File: config.mk
export PLATFORM = sky130hd
export DESIGN_NAME = rrab_div
export DESIGN_NICKNAME = d
export VERILOG_FILES = /design/src/rounded_rect_alpha_blend_unit_defines.svh /design/src/rrab_pkg.sv /design/src/rrab_div.sv
export SDC_FILE = /design/constraint.sdc
export NUM_CORES = 1
export LEC_CHECK = 0
export ABC_CLOCK_PERIOD_IN_PS = 19250
export BUFFER_PORTS_ARGS = -buffer_cell sky130_fd_sc_hd__buf_2
export CORE_MARGIN = 10
export CORE_UTILIZATION = 42
export DETAILED_ROUTE_END_ITERATION = 10
export GPL_ROUTABILITY_DRIVEN = 0
export SETUP_SLACK_MARGIN = 0.05
export SKIP_LAST_GASP = 1
export SYNTH_ARGS = -nofsm -noshare
export SYNTH_HDL_FRONTEND = slang
export SYNTH_SLANG_ARGS = --single-unit
File: constraint.sdc
create_clock -name clk -period 19.25 [get_ports clk]
set_input_delay 1.925 -clock clk [delete_from_list [all_inputs] [get_ports clk]]
set_output_delay 1.925 -clock clk [all_outputs]
set_load 0.02 [all_outputs]
File: src/rounded_rect_alpha_blend_unit_defines.svh
// ----------------------------------------------------------------------------
// Rounded rectangle alpha blend unit: assertion macros
// Shared macros for the concurrent checks of the blend pipeline.
// ----------------------------------------------------------------------------
`ifndef ROUNDED_RECT_ALPHA_BLEND_UNIT_DEFINES_SVH
`define ROUNDED_RECT_ALPHA_BLEND_UNIT_DEFINES_SVH
`ifndef ASSERT_OFF
// Same-cycle implication, disabled while reset is asserted.
`define RRAB_ASSERT_IMP(lbl, clk, rstn, ante, cons) \
    lbl: assert property (@(posedge clk) disable iff (!rstn) (ante) |-> (cons)) \
        else $error("rrab check failed");
// Next-cycle implication, disabled while reset is asserted.
`define RRAB_ASSERT_NXT(lbl, clk, rstn, ante, cons) \
    lbl: assert property (@(posedge clk) disable iff (!rstn) (ante) |=> (cons)) \
        else $error("rrab check failed");
`else
`define RRAB_ASSERT_IMP(lbl, clk, rstn, ante, cons)
`define RRAB_ASSERT_NXT(lbl, clk, rstn, ante, cons)
`endif
`endif

File: src/rrab_pkg.sv
// ----------------------------------------------------------------------------
// Rounded rectangle alpha blend package
// Transaction types, register map, fixed-point constants and helpers.
// ----------------------------------------------------------------------------
package rrab_pkg;

    // Coordinate format and clipping limit.
    localparam int COORD_FRACTION_BITS = 4;
    localparam int MAX_IMAGE_SIDE      = 4096;

    // Configuration port.
    localparam int ADDR_W = 5;
    localparam int DATA_W = 32;

    // Register indexes.
    localparam logic [2:0] REG_RECT_LEFT     = 3'd0;
    localparam logic [2:0] REG_RECT_TOP      = 3'd1;
    localparam logic [2:0] REG_RECT_RIGHT    = 3'd2;
    localparam logic [2:0] REG_RECT_BOTTOM   = 3'd3;
    localparam logic [2:0] REG_CORNER_RADIUS = 3'd4;
    localparam logic [2:0] REG_FILL_COLOR    = 3'd5;
    localparam logic [2:0] REG_IMAGE_WIDTH   = 3'd6;
    localparam logic [2:0] REG_IMAGE_HEIGHT  = 3'd7;

    // Divider widths: dividend 2N+na, divisor 2na, nine quotient bits.
    localparam int NUM_W = 26;
    localparam int DEN_W = 17;
    localparam int QUO_W = 9;

    typedef struct packed {
        logic [11:0] pixel_x;
        logic [11:0] pixel_y;
        logic [7:0]  dst_red;
        logic [7:0]  dst_green;
        logic [7:0]  dst_blue;
        logic [7:0]  dst_alpha;
        logic [7:0]  coverage;
    } pixel_in_t;

    typedef struct packed {
        logic [7:0] out_red;
        logic [7:0] out_green;
        logic [7:0] out_blue;
        logic [7:0] out_alpha;
        logic       written;
    } pixel_out_t;

    typedef struct packed {
        logic signed [16:0] rect_left;
        logic signed [16:0] rect_top;
        logic signed [16:0] rect_right;
        logic signed [16:0] rect_bottom;
        logic [14:0]        corner_radius;
        logic [31:0]        fill_color;
        logic [12:0]        image_width;
        logic [12:0]        image_height;
    } cfg_t;

    // Floor of x/255 for any 16-bit value below 65280, without a divider.
    function automatic logic [7:0] div255(input logic [15:0] x);
        logic [16:0] sum;
        sum = {1'b0, x} + 17'd1 + {9'b0, x[15:8]};
        return sum[15:8];
    endfunction

endpackage

File: src/rrab_div.sv
// ----------------------------------------------------------------------------
// Rounded rectangle blend divider
// Three-stage restoring divider, three quotient bits per stage.
// ----------------------------------------------------------------------------
module rrab_div (
    input  logic                          clk,
    input  logic [rrab_pkg::NUM_W-1:0]    num,
    input  logic [rrab_pkg::DEN_W-1:0]    den,
    output logic [rrab_pkg::QUO_W-1:0]    quo
);
    import rrab_pkg::*;

    localparam int STAGES = 3;
    localparam int BITS   = QUO_W / STAGES;

    logic [NUM_W-1:0] rem_reg [STAGES];
    logic [DEN_W-1:0] den_reg [STAGES];
    logic [QUO_W-1:0] q_reg   [STAGES];
    logic [NUM_W-1:0] rem_in  [STAGES];
    logic [DEN_W-1:0] den_in  [STAGES];
    logic [QUO_W-1:0] q_in    [STAGES];
    logic [NUM_W-1:0] rem_out [STAGES];
    logic [QUO_W-1:0] q_out   [STAGES];

    assign rem_in[0] = num;
    assign den_in[0] = den;
    assign q_in[0]   = '0;

    for (genvar s = 0; s < STAGES; s++)
    begin : g_stage
        if (s > 0)
        begin : g_link
            assign rem_in[s] = rem_reg[s-1];
            assign den_in[s] = den_reg[s-1];
            assign q_in[s]   = q_reg[s-1];
        end

        // Trial subtraction of the shifted divisor, most significant bit first.
        always_comb
        begin
            logic [NUM_W:0] trial;
            logic [NUM_W-1:0] rem;
            logic [QUO_W-1:0] q;
            rem = rem_in[s];
            q   = q_in[s];
            for (int j = 0; j < BITS; j++)
            begin
                trial = {1'b0, rem} - ((NUM_W+1)'(den_in[s]) << (QUO_W - 1 - s*BITS - j));
                if (!trial[NUM_W])
                begin
                    rem = trial[NUM_W-1:0];
                    q[QUO_W - 1 - s*BITS - j] = 1'b1;
                end
            end
            rem_out[s] = rem;
            q_out[s]   = q;
        end

        always_ff @(posedge clk)
        begin
            rem_reg[s] <= rem_out[s];
            den_reg[s] <= den_in[s];
            q_reg[s]   <= q_out[s];
        end
    end

    assign quo = q_reg[STAGES-1];

endmodule

==> impl_metrics.yaml <==
timing:
  setup_viol_count_final: 0
  tns_ps: 0
  slew_headroom_pct: 38.2
  rsz0062_at_grt: "no"
  period_needed_ps: 10670
  final_max_slew_viol_count: 0
  fin_skew_ps: 11.3
  tightest_slew_ps: 927
  max_freq_ghz: 0.0938
  finalHoldViolations: 0
  finalCritPeriodShare_pct: 55.4
  hold_slack_ps: 330
routing:
  vias: 10100
  dr.pass1.iters: 5
  wire_per_inst_um: 14.7
  vias_per_cell: 5.55
  route.detailed.drc: 0
  drt_iter0_markers: 461
  ant_nets: 0
  wirelength_mm: 26.8
clock_network:
  hold_buffers: 0
  cts_tree: "done"
  clockBufferDepth: 2
  cts_resized: 0
  post_cts_buffers: 0
  root_buffer: "clkbuf_16"
  clk_pin_slew_ps: 80
  cts.sinks: 104
  clk_latency_ps: 360
  cts_buffers: 9
  h-tree-depth: 3
setup_path:
  crit_type: "input pin to register"
  r2r-start: "den_reg[0][1]"
  slowest_delay_ps: 800
  cp.arrival_ps: 10920
  crit_required_ps: 19500
  path_max_fanout: 25
  cpMaxStageDelayCell: "or4_1"
  crit_path_start: "num[8]"
  start_kind: "input pin"
  cpMostUsedCell: "o21ai_0"
  critPathCaptureType: "register"
final_layout:
  insertedDiodeCount: 0
  synthToLayoutAreaGrowth_pct: 8.64
  utilization_pct: 46.5
  ff_latch_area_um2: 2080
  largest_reg_flops: 52
  drive_gt1_share_pct: 10.3
  num-fill-cells: 2683
  nNetsFinal: 1690
  final_cell_mix: "ha_1 (152), nor2_1 (131), a21oi_1 (124)"
  multi_input_area_um2: 8630
  final_common_cell: "ha_1"
die:
  start_util_pct: 42.8
  die_area_um2: 33600
  die_h_um: 183
  core_um2: 26100
  die_w_um: 183
  row_count: 59
  ios: 53
placement:
  portBuffers: 52
  dp_hpwl_mm: 22.5
synthesis:
  yosysSeqAreaShare_pct: 18.6
  ys.flop_type: "dfxtp_1"
  synth_warnings: 0
  synth_fp_nets: 1644
  async_reset_ff_share_pct: 0
  netlist_instances: 1440
  netlist_area_um2: 11200
  avgSynthCellArea_um2: 7.77
  synth_edf_count: 0
  yosys_register_bits: 104
  yosysUniqueCellTypes: 76
global_routing:
  grt_max_degree: 32
  grt_pass1_wl_mm: 45.7
  grt_usage_pct: 16.1
  first_global_vias: 9775
  antenna_found_initial: 0
  grt-ovfl-total: 0
status:
  status: "finished, final reports clean"
min_path:
  min-delay-start: "q_reg[0][12]"
  min_path_type: "register to register"
run:
  max-cap-violations: 0
==> worst paths after layout <==
check | end | slack (ps) | cells after the start
worst max-delay path | rem_reg[0][8] | 8580 | 37
worst max register to register | rem_reg[0][40] | 8640 | 35
worst min-delay path | q_reg[0][21] | 330 | 0
worst min register to register | q_reg[0][21] | 330 | 0
==> cells by family (layout without fill, tap and decap cells) <==
| kind of cell | count (synthesis) | in the layout | share of synthesized area [%] |
|---|---|---|---|
| AO/OA/AOI/OAI | 456 | 456 | 25.7 |
| AND/OR/NAND/NOR | 429 | 429 | 18.3 |
| adder cells (fa/ha/maj) | 160 | 160 | 18.4 |
| buffers and inverters | 124 | 175 | 4.43 |
| flip-flops | 104 | 104 | 18.6 |
| XOR/XNOR | 100 | 100 | 7.82 |
| multiplexers | 67 | 67 | 6.81 |
==> cell type report <==
type                            instances  share of cell area (%)
Inverter                              100                    3.13
Multi-Input combinational cell       1212                    70.9
Clock buffer                            9                    1.85
Tap cell                              335                    3.45
Timing Repair Buffer                   59                    2.57
Sequential cell                       104                    17.1
Clock inverter                          7                   0.936
==> worst max-delay path, delay by kind of cell <==
family / cells / cell delay [ps]
mux: 1 / 430
simple gates: 8 / 1740
fa+ha+maj: 4 / 1370
buf+inv: 6 / 840
compound gates: 18 / 4600
==> routing by layer <==
metal / vias to the layer above / global-route usage [%] / share of wire, %
met1: 4650 / 20.6 / 49
met2: 144 / 27.9 / 47
met4: 0 / 4.49 / 1.3
li1: 5327 / - / -
met3: 21 / 1.54 / 3.0
met5: - / 0 / 0
==> metrics by stage <==
step	setup WS (ps)	area, um2	cells
2_1_floorplan	10210	11200	1440
3_3_place_gp	8240	11800	1810
3_5_place_dp	8140	11800	1810
4_1_cts	8430	12200	1826
5_1_grt	7480	12200	1826
6_report	8580	12200	1826
==> Yosys cell counts, types with 5 or more instances <==
| master | count | area, um2 |
|---|---|---|
| mux2i_1 | 12 | 120 |
| nand4_1 | 10 | 62.6 |
| mux2_4 | 6 | 90.1 |
| ha_1 | 152 | 1900 |
| a31oi_1 | 12 | 75.1 |
| o21ai_0 | 120 | 601 |
| xor2_1 | 31 | 272 |
| nor3_1 | 35 | 175 |
| nand2_1 | 112 | 420 |
| or4_1 | 5 | 37.5 |
| clkbuf_1 | 18 | 67.6 |
| and3_1 | 13 | 81.3 |
| nand3_1 | 26 | 130 |
| mux2_2 | 49 | 552 |
| o21a_1 | 36 | 270 |
| dfxtp_1 | 104 | 2080 |
| o2111ai_1 | 5 | 43.8 |
| a21boi_0 | 13 | 97.6 |
| o211ai_1 | 16 | 120 |
| o21bai_1 | 7 | 52.6 |
| xnor2_1 | 69 | 604 |
| nor4_1 | 5 | 31.3 |
| nor2b_1 | 15 | 93.8 |
| a31o_2 | 7 | 61.3 |
| fa_1 | 8 | 160 |
| inv_1 | 97 | 364 |
| and2_1 | 12 | 75.1 |
| a21oi_1 | 124 | 621 |
| a21o_1 | 44 | 330 |
| nand2b_1 | 30 | 188 |
| a211oi_1 | 15 | 113 |
| or3_1 | 15 | 93.8 |
| nor2_1 | 132 | 495 |
| o31ai_1 | 15 | 113 |
Power is left out: the tool's default activity adds up to more than one toggle a clock period on the data nets, which glitch-free logic cannot reach.
