--- src/rounded_rect_alpha_blend_unit_defines.svh ---
// ----------------------------------------------------------------------------
// Rounded rectangle alpha blend unit: assertion macros
// Shared macros for the concurrent checks of the blend pipeline.
// ----------------------------------------------------------------------------
`ifndef ROUNDED_RECT_ALPHA_BLEND_UNIT_DEFINES_SVH
`define ROUNDED_RECT_ALPHA_BLEND_UNIT_DEFINES_SVH
`ifndef ASSERT_OFF
// Same-cycle implication, disabled while reset is asserted.
`define RRAB_ASSERT_IMP(lbl, clk, rstn, ante, cons) \
    lbl: assert property (@(posedge clk) disable iff (!rstn) (ante) |-> (cons)) \
        else $error("rrab check failed");
// Next-cycle implication, disabled while reset is asserted.
`define RRAB_ASSERT_NXT(lbl, clk, rstn, ante, cons) \
    lbl: assert property (@(posedge clk) disable iff (!rstn) (ante) |=> (cons)) \
        else $error("rrab check failed");
`else
`define RRAB_ASSERT_IMP(lbl, clk, rstn, ante, cons)
`define RRAB_ASSERT_NXT(lbl, clk, rstn, ante, cons)
`endif
`endif

--- src/rrab_pkg.sv ---
// ----------------------------------------------------------------------------
// Rounded rectangle alpha blend package
// Transaction types, register map, fixed-point constants and helpers.
// ----------------------------------------------------------------------------
package rrab_pkg;

    // Coordinate format and clipping limit.
    localparam int COORD_FRACTION_BITS = 4;
    localparam int MAX_IMAGE_SIDE      = 4096;

    // Configuration port.
    localparam int ADDR_W = 5;
    localparam int DATA_W = 32;

    // Register indexes.
    localparam logic [2:0] REG_RECT_LEFT     = 3'd0;
    localparam logic [2:0] REG_RECT_TOP      = 3'd1;
    localparam logic [2:0] REG_RECT_RIGHT    = 3'd2;
    localparam logic [2:0] REG_RECT_BOTTOM   = 3'd3;
    localparam logic [2:0] REG_CORNER_RADIUS = 3'd4;
    localparam logic [2:0] REG_FILL_COLOR    = 3'd5;
    localparam logic [2:0] REG_IMAGE_WIDTH   = 3'd6;
    localparam logic [2:0] REG_IMAGE_HEIGHT  = 3'd7;

    // Divider widths: dividend 2N+na, divisor 2na, nine quotient bits.
    localparam int NUM_W = 26;
    localparam int DEN_W = 17;
    localparam int QUO_W = 9;

    typedef struct packed {
        logic [11:0] pixel_x;
        logic [11:0] pixel_y;
        logic [7:0]  dst_red;
        logic [7:0]  dst_green;
        logic [7:0]  dst_blue;
        logic [7:0]  dst_alpha;
        logic [7:0]  coverage;
    } pixel_in_t;

    typedef struct packed {
        logic [7:0] out_red;
        logic [7:0] out_green;
        logic [7:0] out_blue;
        logic [7:0] out_alpha;
        logic       written;
    } pixel_out_t;

    typedef struct packed {
        logic signed [16:0] rect_left;
        logic signed [16:0] rect_top;
        logic signed [16:0] rect_right;
        logic signed [16:0] rect_bottom;
        logic [14:0]        corner_radius;
        logic [31:0]        fill_color;
        logic [12:0]        image_width;
        logic [12:0]        image_height;
    } cfg_t;

    // Floor of x/255 for any 16-bit value below 65280, without a divider.
    function automatic logic [7:0] div255(input logic [15:0] x);
        logic [16:0] sum;
        sum = {1'b0, x} + 17'd1 + {9'b0, x[15:8]};
        return sum[15:8];
    endfunction

endpackage

--- src/rrab_mix.sv ---
// ----------------------------------------------------------------------------
// Rounded rectangle blend arithmetic
// Five-stage pipeline forming effective alpha, result alpha and the per
// channel dividend and divisor of the source-over blend.
// ----------------------------------------------------------------------------
module rrab_mix (
    input  logic                                clk,
    input  rrab_pkg::pixel_in_t                 pixel,
    input  logic [31:0]                         fill_color,
    output logic [2:0][rrab_pkg::NUM_W-1:0]     num,
    output logic [rrab_pkg::DEN_W-1:0]          den,
    output logic [7:0]                          alpha,
    output logic                                alpha_nz
);
    import rrab_pkg::*;

    logic [2:0][7:0]  src;
    logic [15:0]      p1_reg;
    logic [7:0]       da1_reg, da2_reg, a2_reg, a3_reg;
    logic [2:0][7:0]  d1_reg, d2_reg, d3_reg;
    logic [15:0]      t3_reg, na4_reg;
    logic [2:0][23:0] dt4_reg;
    logic [2:0][15:0] sa4_reg;
    logic             anz4_reg;
    logic [2:0][NUM_W-1:0] num5_reg;
    logic [DEN_W-1:0] den5_reg;
    logic [7:0]       alpha5_reg;
    logic             anz5_reg;
    logic [2:0][23:0] n_sum;

    // Red in lane two, then green, blue in lane zero.
    assign src = fill_color[31:8];

    // Stage one: coverage times fill alpha.
    always_ff @(posedge clk)
    begin
        p1_reg  <= pixel.coverage * fill_color[7:0];
        da1_reg <= pixel.dst_alpha;
        d1_reg  <= {pixel.dst_red, pixel.dst_green, pixel.dst_blue};
    end

    // Stage two: effective alpha.
    always_ff @(posedge clk)
    begin
        a2_reg  <= div255(p1_reg);
        da2_reg <= da1_reg;
        d2_reg  <= d1_reg;
    end

    // Stage three: destination weight.
    always_ff @(posedge clk)
    begin
        t3_reg <= da2_reg * (8'd255 - a2_reg);
        a3_reg <= a2_reg;
        d3_reg <= d2_reg;
    end

    // Stage four: result alpha numerator and channel products.
    always_ff @(posedge clk)
    begin
        na4_reg  <= ({8'd0, a3_reg} << 8) - {8'd0, a3_reg} + t3_reg;
        anz4_reg <= (a3_reg != 8'd0);
        for (int c = 0; c < 3; c++)
        begin
            dt4_reg[c] <= 24'(d3_reg[c]) * 24'(t3_reg);
            sa4_reg[c] <= 16'(src[c]) * 16'(a3_reg);
        end
    end

    // Stage five: dividends, divisor and rounded result alpha.
    always_comb
    begin
        for (int c = 0; c < 3; c++)
        begin
            n_sum[c] = (24'(sa4_reg[c]) << 8) - 24'(sa4_reg[c]) + dt4_reg[c];
        end
    end

    always_ff @(posedge clk)
    begin
        for (int c = 0; c < 3; c++)
        begin
            num5_reg[c] <= {1'b0, n_sum[c], 1'b0} + NUM_W'(na4_reg);
        end
        den5_reg   <= {na4_reg, 1'b0};
        alpha5_reg <= div255(na4_reg + 16'd127);
        anz5_reg   <= anz4_reg;
    end

    assign num      = num5_reg;
    assign den      = den5_reg;
    assign alpha    = alpha5_reg;
    assign alpha_nz = anz5_reg;

endmodule

--- config.mk ---
export PLATFORM = sky130hd
export DESIGN_NAME = rrab_mix
export DESIGN_NICKNAME = d
export VERILOG_FILES = /design/src/rounded_rect_alpha_blend_unit_defines.svh /design/src/rrab_pkg.sv /design/src/rrab_mix.sv
export SDC_FILE = /design/constraint.sdc
export NUM_CORES = 2
export LEC_CHECK = 0
export BUFFER_PORTS_ARGS = -buffer_cell sky130_fd_sc_hd__clkbuf_2
export CAP_MARGIN = 20
export CORE_MARGIN = 5
export CORE_UTILIZATION = 35
export CTS_CLUSTER_SIZE = 20
export DETAILED_ROUTE_END_ITERATION = 10
export PLACE_DENSITY_LB_ADDON = 0.05
export RECOVER_POWER = 50
export SLEW_MARGIN = 30
export SYNTH_ARGS = -nofsm -noshare
export SYNTH_HDL_FRONTEND = slang
export SYNTH_SLANG_ARGS = --single-unit
--- constraint.sdc ---
create_clock -name clk -period 5 [get_ports clk]
set_input_delay 0 -clock clk [delete_from_list [all_inputs] [get_ports clk]]
set_output_delay 0 -clock clk [all_outputs]
set_load 0.02 [all_outputs]
==> key figures <==
Status
  – Outcome: completed

Final layout
  – Max reg flops: 76
  – Nets: 5669
  – Area Growth Syn to Fin: 17.1%
  – Ratio of cells with drive above 1 in the final layout: 0.101
  – Fill count: 11.3k

Timing
  – Slew @ Worst Pin: 1050 ps
  – Fin Clk Skew: 26.0 ps
  – Hold Fails Final Rpt: 0
  – Max Freq: 207 MHz
  – Slew Limit Headroom: 0.297
  – Setup violators final: 0
  – Final hold slack: 58.4 ps
  – Minimum clock period: 4820 ps
  – TNS Setup: 0 ps
  – RSZ-0062 raised after global routing: yes
  – Final Cycle Share: 0.964
  – Max-slew violations: 0

Clocking
  – H-tree depth: 2
  – TritonCTS clock tree: yes
  – Clk buf depth: 3
  – Root Buffer: clkbuf_16
  – CTS buffer count: 49
  – CTS Sinks: 373
  – Worst-path clk slew: 60 ps
  – Latest clock arrival within the worst-skew pair: 620 ps

Detailed routing
  – DRC viols: 0
  – Routed WL: 103000 um
  – Via count: 27.8k
  – Antenna-violating nets left: 0
  – Vias/cell: 4.60
  – Drt pass-1 iters: 5
  – Routed len/inst: 17.0 um
  – Iter 0 DRT Violations: 989

Synth
  – Post-synth EDFFs: 0
  – Ys Warns: 0
  – Post-synthesis sequential area ratio: 0.194
  – Mux contribution to synthesized area: 0.000261
  – Syn avg cell area: 9.18 um^2
  – Post-synthesis cell count: 4184
  – Post-synthesis simple-gate area fraction: 0.159
  – Yosys top cell by area: fa_1
  – Main combinational cell family by area after synthesis: adder cells
  – Post-Synth XOR/XNOR Area: 0.0604
  – Post-Syn Area: 38400 um^2
  – Synth async-reset ratio: 0
  – FF+latch count, synth: 373
  – Synth Area in Adders: 0.409
  – Synth Area in Compound Gates: 0.0866
  – Top_reg_cell synth: dfxtp_1
  – Top cell type's share of synthesized area: 0.242
  – Top cells by area, synth: fa_1, dfxtp_1, ha_1
  – Yosys cell types: 79
  – Post-Syn Nets: 5259

Die
  – Die Area: 116000 um^2
  – Total core area: 109000 um^2
  – Initial Util: 0.352
  – Die Y: 341 um
  – Site Rows: 121
  – Ports: 201
  – Die Wd: 341 um

Setup path
  – CP Class: register to register
  – CP Cell Sequence: buf_4, and2_4, fa_2, fa_1, fa_1, inv_1, fa_1, inv_2, ha_4, a21boi_2, o41ai_2, o21ai_1, o41a_1, a41o_1, a211o_1, a21oi_2, xnor2_1
  – CP Data Required Time: 5540 ps
  – Kind of start point of the critical path: register
  – CP top delay family: adder cells
  – Setup crit end kind: register
  – CP max stage delay: 560 ps
  – Critical Path Fanout Max: 6
  – Buf/Inv on CP: 3
  – Worst Path Arrival: 5360 ps
  – Critical Path Most Common Cell: fa_1
  – Crit path max-delay cell type: fa_1

GRT
  – Initial antenna violation count: 2
  – Pin count of the biggest net entering global routing: 26
  – GRT Resource Usage Total: 0.178
  – Grt total ovfl: 0
  – Vias in the first global route: 28.9k
  – First-pass GRT wire length: 164000 um

Place
  – IO buf count: 175
  – Hpwl dp: 84900 um
  – Placer Congestion: 0.799

Min path
  – Worst hold path class: primary input to register

Flow run
  – Max-Cap Viols: 0
## what timing repair did
| item | CTS | global route |
|---|---|---|
| endpoints found under the hold margin | 42 | 0 |
| pin swaps | 0 | 34 |
| hold buffers | 72 | 0 |
| gates resized for setup | 2 | 76 |
| buffers inserted | 0 | 9 |
| endpoints found under the setup margin | 6 | 23 |
| cloned | 0 | 0 |
## layout make-up
class	instances	area (um^2)	area share
well taps	1414	1770	0.0393
multi-input cells	2890	27600	0.614
clock inverters	31	428	0.00951
repair buffers	449	3250	0.0722
diodes	2	5.00	0.000111
flip-flops and latches	373	7520	0.167
clock buffers	56	1270	0.0283
inverters	831	3120	0.0693
## worst reg2reg max path, delay by kind of cell (launching register included)
family,cells,cell delay [ps]
compound gates,7,1740
xor+xnor,1,120
fa+ha+maj,5,2130
buf+inv,3,250
flops,1,370
simple gates,1,140
## kinds of logic (layout without fill, tap and decap cells)
| logic type | after synthesis | count (layout) |
|---|---|---|
| AO/OA/AOI/OAI | 504 | 504 |
| buffers and inverters | 921 | 1367 |
| adder cells (fa/ha/maj) | 978 | 978 |
| AND/OR/NAND/NOR | 1141 | 1141 |
| other | 1 | 3 |
| multiplexers | 1 | 1 |
| flip-flops | 373 | 373 |
| XOR/XNOR | 265 | 265 |
## per-layer routing
layer | track usage | share of wire | vias to the layer above | wire (um)
met4 | 0.0348 | 0.018 | 0 | 1810
met5 | 0 | 0 | - | 0
met2 | 0.285 | 0.45 | 350 | 46000
li1 | - | - | 13900 | -
met3 | 0.0219 | 0.035 | 74 | 3640
met1 | 0.259 | 0.50 | 13500 | 51400
## path summary, 6_finish.rpt
check | cells after the start | from | slack (ps) | endpoint
setup / recovery | 17 | t3_reg[2]$_DFF_P_ | 180 | dt4_reg[47]$_DFF_P_
hold / removal | 2 | pixel[31] | 60 | d1_reg[15]$_DFF_P_
setup reg to reg | 17 | t3_reg[2]$_DFF_P_ | 180 | dt4_reg[47]$_DFF_P_
hold reg to reg | 0 | d1_reg[19]$_DFF_P_ | 320 | d2_reg[19]$_DFF_P_
## layout by cell type, fill, tap and decap left out, types with 81 or more instances in the layout
cell,Yosys,final
inv_1,831,829
ha_1,514,510
fa_1,464,460
and2_1,461,455
dfxtp_1,373,350
nand2_1,287,286
xnor2_1,193,193
buf_4,4,166
a21oi_1,146,137
nor2_1,123,122
clkbuf_2,0,106
clkbuf_1,82,87
o21ai_0,88,81
## synth_stat cells, types with 37 or more instances
master	n
fa_1	464
xnor2_1	193
xor2_1	72
nor2b_1	64
a21o_1	60
clkbuf_1	82
nand2b_1	49
ha_1	514
o21ai_0	88
dfxtp_1	373
a21oi_1	146
nor3_1	37
nand2_1	287
inv_1	831
nor2_1	123
and2_1	461
## metrics by stage
| stage | util | worst slack (ps) | std cells | area (um^2) |
|---|---|---|---|---|
| after global routing | 0.413 | -32.2 | 6044 | 45000 |
| after CTS | 0.411 | 20.4 | 6035 | 44800 |
| after floorplan | - | 142 | 4184 | 38400 |
| after detailed placement | 0.389 | -63.0 | 5876 | 42400 |
| final | 0.413 | 180 | 6046 | 45000 |
| after global placement | 0.389 | 18.0 | 5876 | 42400 |
Power is not shown: default switching activity piles up to over one toggle a cycle in this logic, so the estimate is an artifact.
