**config.mk**
```make
export PLATFORM = sky130hd
export DESIGN_NAME = rrab_geom
export DESIGN_NICKNAME = d
export VERILOG_FILES = /design/src/rounded_rect_alpha_blend_unit_defines.svh /design/src/rrab_pkg.sv /design/src/rrab_geom.sv
export SDC_FILE = /design/constraint.sdc
export NUM_CORES = 2
export LEC_CHECK = 0
export ABC_AREA = 1
export BUFFER_PORTS_ARGS = -buffer_cell sky130_fd_sc_hd__buf_2
export CELL_PAD_IN_SITES_DETAIL_PLACEMENT = 1
export CELL_PAD_IN_SITES_GLOBAL_PLACEMENT = 2
export CORE_UTILIZATION = 43
export DETAILED_ROUTE_END_ITERATION = 10
export PLACE_DENSITY = 0.94
export SETUP_SLACK_MARGIN = 0.2
export SYNTH_ARGS = -nofsm -noshare
export SYNTH_HDL_FRONTEND = slang
export SYNTH_SLANG_ARGS = --single-unit
```
**constraint.sdc**
```tcl
create_clock -name clk -period 14.1 [get_ports clk]
set_input_delay 2.115 -clock clk [delete_from_list [all_inputs] [get_ports clk]]
set_output_delay 2.115 -clock clk [all_outputs]
set_load 0.1 [all_outputs]
```
**src/rounded_rect_alpha_blend_unit_defines.svh**
```systemverilog
// ----------------------------------------------------------------------------
// Rounded rectangle alpha blend unit: assertion macros
// Shared macros for the concurrent checks of the blend pipeline.
// ----------------------------------------------------------------------------
`ifndef ROUNDED_RECT_ALPHA_BLEND_UNIT_DEFINES_SVH
`define ROUNDED_RECT_ALPHA_BLEND_UNIT_DEFINES_SVH
`ifndef ASSERT_OFF
// Same-cycle implication, disabled while reset is asserted.
`define RRAB_ASSERT_IMP(lbl, clk, rstn, ante, cons) \
    lbl: assert property (@(posedge clk) disable iff (!rstn) (ante) |-> (cons)) \
        else $error("rrab check failed");
// Next-cycle implication, disabled while reset is asserted.
`define RRAB_ASSERT_NXT(lbl, clk, rstn, ante, cons) \
    lbl: assert property (@(posedge clk) disable iff (!rstn) (ante) |=> (cons)) \
        else $error("rrab check failed");
`else
`define RRAB_ASSERT_IMP(lbl, clk, rstn, ante, cons)
`define RRAB_ASSERT_NXT(lbl, clk, rstn, ante, cons)
`endif
`endif

```
**src/rrab_pkg.sv**
```systemverilog
// ----------------------------------------------------------------------------
// Rounded rectangle alpha blend package
// Transaction types, register map, fixed-point constants and helpers.
// ----------------------------------------------------------------------------
package rrab_pkg;

    // Coordinate format and clipping limit.
    localparam int COORD_FRACTION_BITS = 4;
    localparam int MAX_IMAGE_SIDE      = 4096;

    // Configuration port.
    localparam int ADDR_W = 5;
    localparam int DATA_W = 32;

    // Register indexes.
    localparam logic [2:0] REG_RECT_LEFT     = 3'd0;
    localparam logic [2:0] REG_RECT_TOP      = 3'd1;
    localparam logic [2:0] REG_RECT_RIGHT    = 3'd2;
    localparam logic [2:0] REG_RECT_BOTTOM   = 3'd3;
    localparam logic [2:0] REG_CORNER_RADIUS = 3'd4;
    localparam logic [2:0] REG_FILL_COLOR    = 3'd5;
    localparam logic [2:0] REG_IMAGE_WIDTH   = 3'd6;
    localparam logic [2:0] REG_IMAGE_HEIGHT  = 3'd7;

    // Divider widths: dividend 2N+na, divisor 2na, nine quotient bits.
    localparam int NUM_W = 26;
    localparam int DEN_W = 17;
    localparam int QUO_W = 9;

    typedef struct packed {
        logic [11:0] pixel_x;
        logic [11:0] pixel_y;
        logic [7:0]  dst_red;
        logic [7:0]  dst_green;
        logic [7:0]  dst_blue;
        logic [7:0]  dst_alpha;
        logic [7:0]  coverage;
    } pixel_in_t;

    typedef struct packed {
        logic [7:0] out_red;
        logic [7:0] out_green;
        logic [7:0] out_blue;
        logic [7:0] out_alpha;
        logic       written;
    } pixel_out_t;

    typedef struct packed {
        logic signed [16:0] rect_left;
        logic signed [16:0] rect_top;
        logic signed [16:0] rect_right;
        logic signed [16:0] rect_bottom;
        logic [14:0]        corner_radius;
        logic [31:0]        fill_color;
        logic [12:0]        image_width;
        logic [12:0]        image_height;
    } cfg_t;

    // Floor of x/255 for any 16-bit value below 65280, without a divider.
    function automatic logic [7:0] div255(input logic [15:0] x);
        logic [16:0] sum;
        sum = {1'b0, x} + 17'd1 + {9'b0, x[15:8]};
        return sum[15:8];
    endfunction

endpackage

```
**src/rrab_geom.sv**
```systemverilog
// ----------------------------------------------------------------------------
// Rounded rectangle coverage test
// Three-stage span clip and corner distance test for one pixel per cycle.
// ----------------------------------------------------------------------------
module rrab_geom (
    input  logic             clk,
    input  rrab_pkg::cfg_t   cfg,
    input  logic [11:0]      pixel_x,
    input  logic [11:0]      pixel_y,
    output logic             hit
);
    import rrab_pkg::*;

    localparam int CW = 20;
    localparam int DW = 21;
    localparam logic signed [CW-1:0] FRAC_MASK = CW'((1 << COORD_FRACTION_BITS) - 1);

    logic signed [CW-1:0] left_s, top_s, right_s, bottom_s;
    logic signed [CW-1:0] lo_x, lo_y, hi_x, hi_y, lo_xc, lo_yc, hi_xc, hi_yc;
    logic signed [CW-1:0] w_s, h_s, x_s, y_s, px, py, r2, cl, cr, ct, cb;
    logic [12:0]          w_lim, h_lim;
    logic signed [DW-1:0] dx, dy;
    logic                 span, corner;
    logic [31:0]          rr_reg;
    logic                 span1_reg, corner1_reg, span2_reg, corner2_reg, hit_reg;
    logic signed [DW-1:0] dx1_reg, dy1_reg;
    logic signed [2*DW-1:0] dxx2_reg, dyy2_reg;
    logic signed [2*DW:0] dist2;
    logic                 static_ok;

    // Edges in a common signed width.
    assign left_s   = CW'(cfg.rect_left);
    assign top_s    = CW'(cfg.rect_top);
    assign right_s  = CW'(cfg.rect_right);
    assign bottom_s = CW'(cfg.rect_bottom);

    // Pixel span: floor of the low edge to ceil of the high edge, clipped.
    always_comb
    begin
        lo_x  = left_s >>> COORD_FRACTION_BITS;
        lo_y  = top_s >>> COORD_FRACTION_BITS;
        hi_x  = (right_s + FRAC_MASK) >>> COORD_FRACTION_BITS;
        hi_y  = (bottom_s + FRAC_MASK) >>> COORD_FRACTION_BITS;
        w_lim = (cfg.image_width > 13'(MAX_IMAGE_SIDE)) ? 13'(MAX_IMAGE_SIDE)
                                                        : cfg.image_width;
        h_lim = (cfg.image_height > 13'(MAX_IMAGE_SIDE)) ? 13'(MAX_IMAGE_SIDE)
                                                         : cfg.image_height;
        w_s   = signed'(CW'(w_lim));
        h_s   = signed'(CW'(h_lim));
        lo_xc = (lo_x < 0) ? '0 : lo_x;
        lo_yc = (lo_y < 0) ? '0 : lo_y;
        hi_xc = (hi_x > w_s - 1) ? w_s - 1 : hi_x;
        hi_yc = (hi_y > h_s - 1) ? h_s - 1 : hi_y;
        x_s   = signed'(CW'(pixel_x));
        y_s   = signed'(CW'(pixel_y));
        span  = (x_s >= lo_xc) && (x_s <= hi_xc) && (y_s >= lo_yc) && (y_s <= hi_yc);
    end

    // Corner selection in half-step units, tried in the fixed corner order.
    always_comb
    begin
        px = signed'(CW'({pixel_x, 1'b1}) << COORD_FRACTION_BITS);
        py = signed'(CW'({pixel_y, 1'b1}) << COORD_FRACTION_BITS);
        r2 = signed'(CW'({cfg.corner_radius, 1'b0}));
        cl = (left_s <<< 1) + r2;
        cr = (right_s <<< 1) - r2;
        ct = (top_s <<< 1) + r2;
        cb = (bottom_s <<< 1) - r2;
        corner = 1'b1;
        dx = DW'(px) - DW'(cl);
        dy = DW'(py) - DW'(ct);
        if ((px < cl) && (py < ct))
        begin
            dx = DW'(px) - DW'(cl);
            dy = DW'(py) - DW'(ct);
        end
        else if ((px > cr) && (py < ct))
        begin
            dx = DW'(px) - DW'(cr);
            dy = DW'(py) - DW'(ct);
        end
        else if ((px < cl) && (py > cb))
        begin
            dx = DW'(px) - DW'(cl);
            dy = DW'(py) - DW'(cb);
        end
        else if ((px > cr) && (py > cb))
        begin
            dx = DW'(px) - DW'(cr);
            dy = DW'(py) - DW'(cb);
        end
        else
        begin
            corner = 1'b0;
        end
        if (cfg.corner_radius == '0)
        begin
            corner = 1'b0;
        end
    end

    // Squared radius follows the radius register.
    always_ff @(posedge clk)
    begin
        rr_reg <= {cfg.corner_radius, 1'b0} * {cfg.corner_radius, 1'b0};
    end

    // Stage one: span flag and corner offsets.
    always_ff @(posedge clk)
    begin
        span1_reg   <= span;
        corner1_reg <= corner;
        dx1_reg     <= dx;
        dy1_reg     <= dy;
    end

    // Stage two: squares.
    always_ff @(posedge clk)
    begin
        span2_reg   <= span1_reg;
        corner2_reg <= corner1_reg;
        dxx2_reg    <= dx1_reg * dx1_reg;
        dyy2_reg    <= dy1_reg * dy1_reg;
    end

    // Stage three: distance compare and whole-rectangle conditions.
    assign dist2     = (2*DW+1)'(dxx2_reg) + (2*DW+1)'(dyy2_reg);
    assign static_ok = (cfg.rect_right > cfg.rect_left) && (cfg.rect_bottom > cfg.rect_top)
                       && (cfg.fill_color[7:0] != 8'd0);

    always_ff @(posedge clk)
    begin
        hit_reg <= static_ok && span2_reg &&
                   (!corner2_reg || (dist2 <= signed'((2*DW+1)'(rr_reg))));
    end

    assign hit = hit_reg;

endmodule

```
==> qor.txt <==
met3 Use GR -> 0.0200
post-synth top area cell -> fa_1
RSZ-0062 raised after global routing -> false
Pins Over Slew Limit -> 0
remaining antenna violation count after routing -> 0
DRT Pass-1 Iters -> 5
Max Freq -> 128 MHz
Most common cell on crit path -> fa_1
Post-Syn Nets -> 8132
Yosys Warn Count -> 0
Slew @ Worst Pin -> 1240 ps
via count -> 41490
Setup TNS -> 0 ps
number of buffers created by CTS -> 17
CTS root buffer -> clkbuf_16
vias in the first global route -> 46800
CP Launch Type -> flip-flop
critical path, cell by cell -> nand2_1 > inv_1 > fa_1 > fa_1 > fa_1 > inv_1 > fa_1 > fa_1 > fa_1 > inv_1 > fa_1 > ha_1 > a21oi_1 > inv_1 > a31oi_1 > nor3_1 > nor3_1 > nand3_1 > a21boi_0 > xor2_1
Synth Area per Inst -> 7.80 µm²
Main synth FF type -> dfxtp_1
fraction of layout instances using a drive strength above 1 -> 0.0483
WL/cell -> 19.0 µm
EDFF count, synth -> 0
CTS hold repair buffers -> 0
port bufs -> 142
WL final -> 153000 µm
DRC viols -> 0
RD Place Congestion -> 0.900
Yosys top cell area share -> 0.354
Longest Clk Path Bufs -> 2
minimum clock period -> 7830 ps
Setup Viol. Count Final -> 0
hpwl dp -> 133000 µm
min-delay src -> span1_reg
Layout area overhead -> 5.92%
number of distinct library cells after synthesis -> 61
max incr delay on CP -> 1070 ps
met2 GRT Util -> 0.497
Post-CTS Setup Bufs -> 0
commonest cells in the netlist -> inv_1 (1661), nand2_1 (1327), fa_1 (888)
Max Cap Viol -> 0
worst-skew pair later-pin latency -> 490 ps
R2R setup slack -> 6270 ps
largest net degree at the start of global routing -> 30
Antenna Cells -> 0
gr usage total -> 0.267
Rel. slew slack -> 0.175
Reg2Reg Launch Point -> dx1_reg[3]
die area -> 118000 µm²
first-pass GRT wire length -> 247000 µm
Synth area leaders -> fa_1 (35%), ha_1 (16%), inv_1 (12%), nand2_1 (9.9%), dfxtp_1 (6.0%)
Worst EP arrival -> 8250 ps
M1 GR Usage -> 0.321
top-count cell post-synth -> inv_1
clk sinks -> 150
status -> finished clean
crit-path max FO -> 20
Syn Std Cell Area -> 50300 µm²
fin crit share -> 0.555
post-synthesis sequential area ratio -> 0.0597
Initial Util -> 0.433
Reg area -> 3000 µm²
DR iter-0 viols -> 1548
fin nets -> 8207
H-tree depth -> 4
ys async rst share -> 0
Via density -> 5.15
Clock Skews -> 21.4 ps
slowest cell on the critical path -> dfxtp_1
Final Hold Vio Count -> 0
Multi-input gate area -> 40500 µm²
Post-Synthesis Cells -> 6449
Critical path origin -> dx1_reg[3]
number of fill cells -> 14495
Hold WC Path Type -> reg2reg
Worst Path Required -> 14520 ps
Die Span Y -> 344 µm
CP endpoint kind -> flip-flop
Most Crowded Layer GR -> met2
FF+latch count, synth -> 150
CTS tree -> built
core area -> 116000 µm²
num rows -> 125
I/O pin cnt -> 167
CTS resizes -> 0
Clock Pin Slew Worst Setup and Hold Paths -> 80 ps
critical path class -> reg2reg
initial antenna violation count -> 3
Chip Width -> 344 µm
GR Overflow Total -> 0
cells in the final DEF, fill, tap and decap left out, drive strengths merged, types with 6 or more instances in the layout:
cell type     n
inv        1670
nand2      1368
fa          888
ha          629
a21oi       351
nor2        325
xor2        190
o21ai       186
nand3       181
buf         176
dfxtp       150
xnor2       114
nand4        55
nor3         40
a21o         24
nor4         24
o21bai       22
a31oi        20
clkbuf       20
or2          15
o21a         14
a21boi       11
o211ai        8
nand3b        7
a211oi        6
metrics by stage:
| stage | cell area, µm² | worst slack [ps] | hold slack (ps) | cells | utilization |
|---|---|---|---|---|---|
| finish | 53300 | 6270 | 337 | 8061 | 0.459 |
| global placement | 52600 | 6150 | 314 | 8029 | 0.454 |
| CTS | 53300 | 6230 | 335 | 8061 | 0.459 |
| floorplan | 50300 | 6810 | 310 | 6449 | - |
| detailed placement | 52600 | 6090 | 320 | 8029 | 0.454 |
| global route | 53300 | 5950 | 348 | 8061 | 0.459 |
routing by layer:
metal	up-vias	share of wire	routed length, µm
li1	19602	-	-
met5	-	0.00022	34
met2	679	0.53	80400
met3	246	0.025	3880
met1	20957	0.41	63300
met4	6	0.035	5370
worst max-delay path, delay by kind of cell (launching register included):
kind | cells | cell delay [ps]
adder cells (fa/ha/maj) | 8 | 4440
AO/OA/AOI/OAI | 3 | 660
buffers and inverters | 4 | 630
flip-flops | 1 | 1070
AND/OR/NAND/NOR | 4 | 780
XOR/XNOR | 1 | 180
path summary, 6_finish.rpt:
kind / cells past startpoint / to
hold reg to reg: 0 / span2_reg
hold / removal: 0 / span2_reg
setup reg to reg: 20 / dxx2_reg[41]
setup / recovery: 20 / dxx2_reg[41]
final cells by class:
cell class	instances	share of cell area
Clock buffer	20	0.00857
Clock inverter	12	0.00310
Inverter	1668	0.118
Multi-Input combinational cell	4511	0.760
Sequential cell	150	0.0564
Tap cell	1524	0.0358
Timing Repair Buffer	176	0.0181
cells by family (layout without fill, tap and decap cells):
group	Yosys count	count (layout)	synth area share
adders and majority gates	1517	1517	0.510
DFF	150	150	0.0597
and+or+nand+nor	2023	2023	0.167
xor gates and xnor gates	304	304	0.0531
buffers and inverters	1788	1876	0.135
AOI/OAI and AO/OA	667	667	0.0752
Power is left out: the tool's default activity adds up to more than one toggle a clock period on the data nets, which glitch-free logic cannot reach.
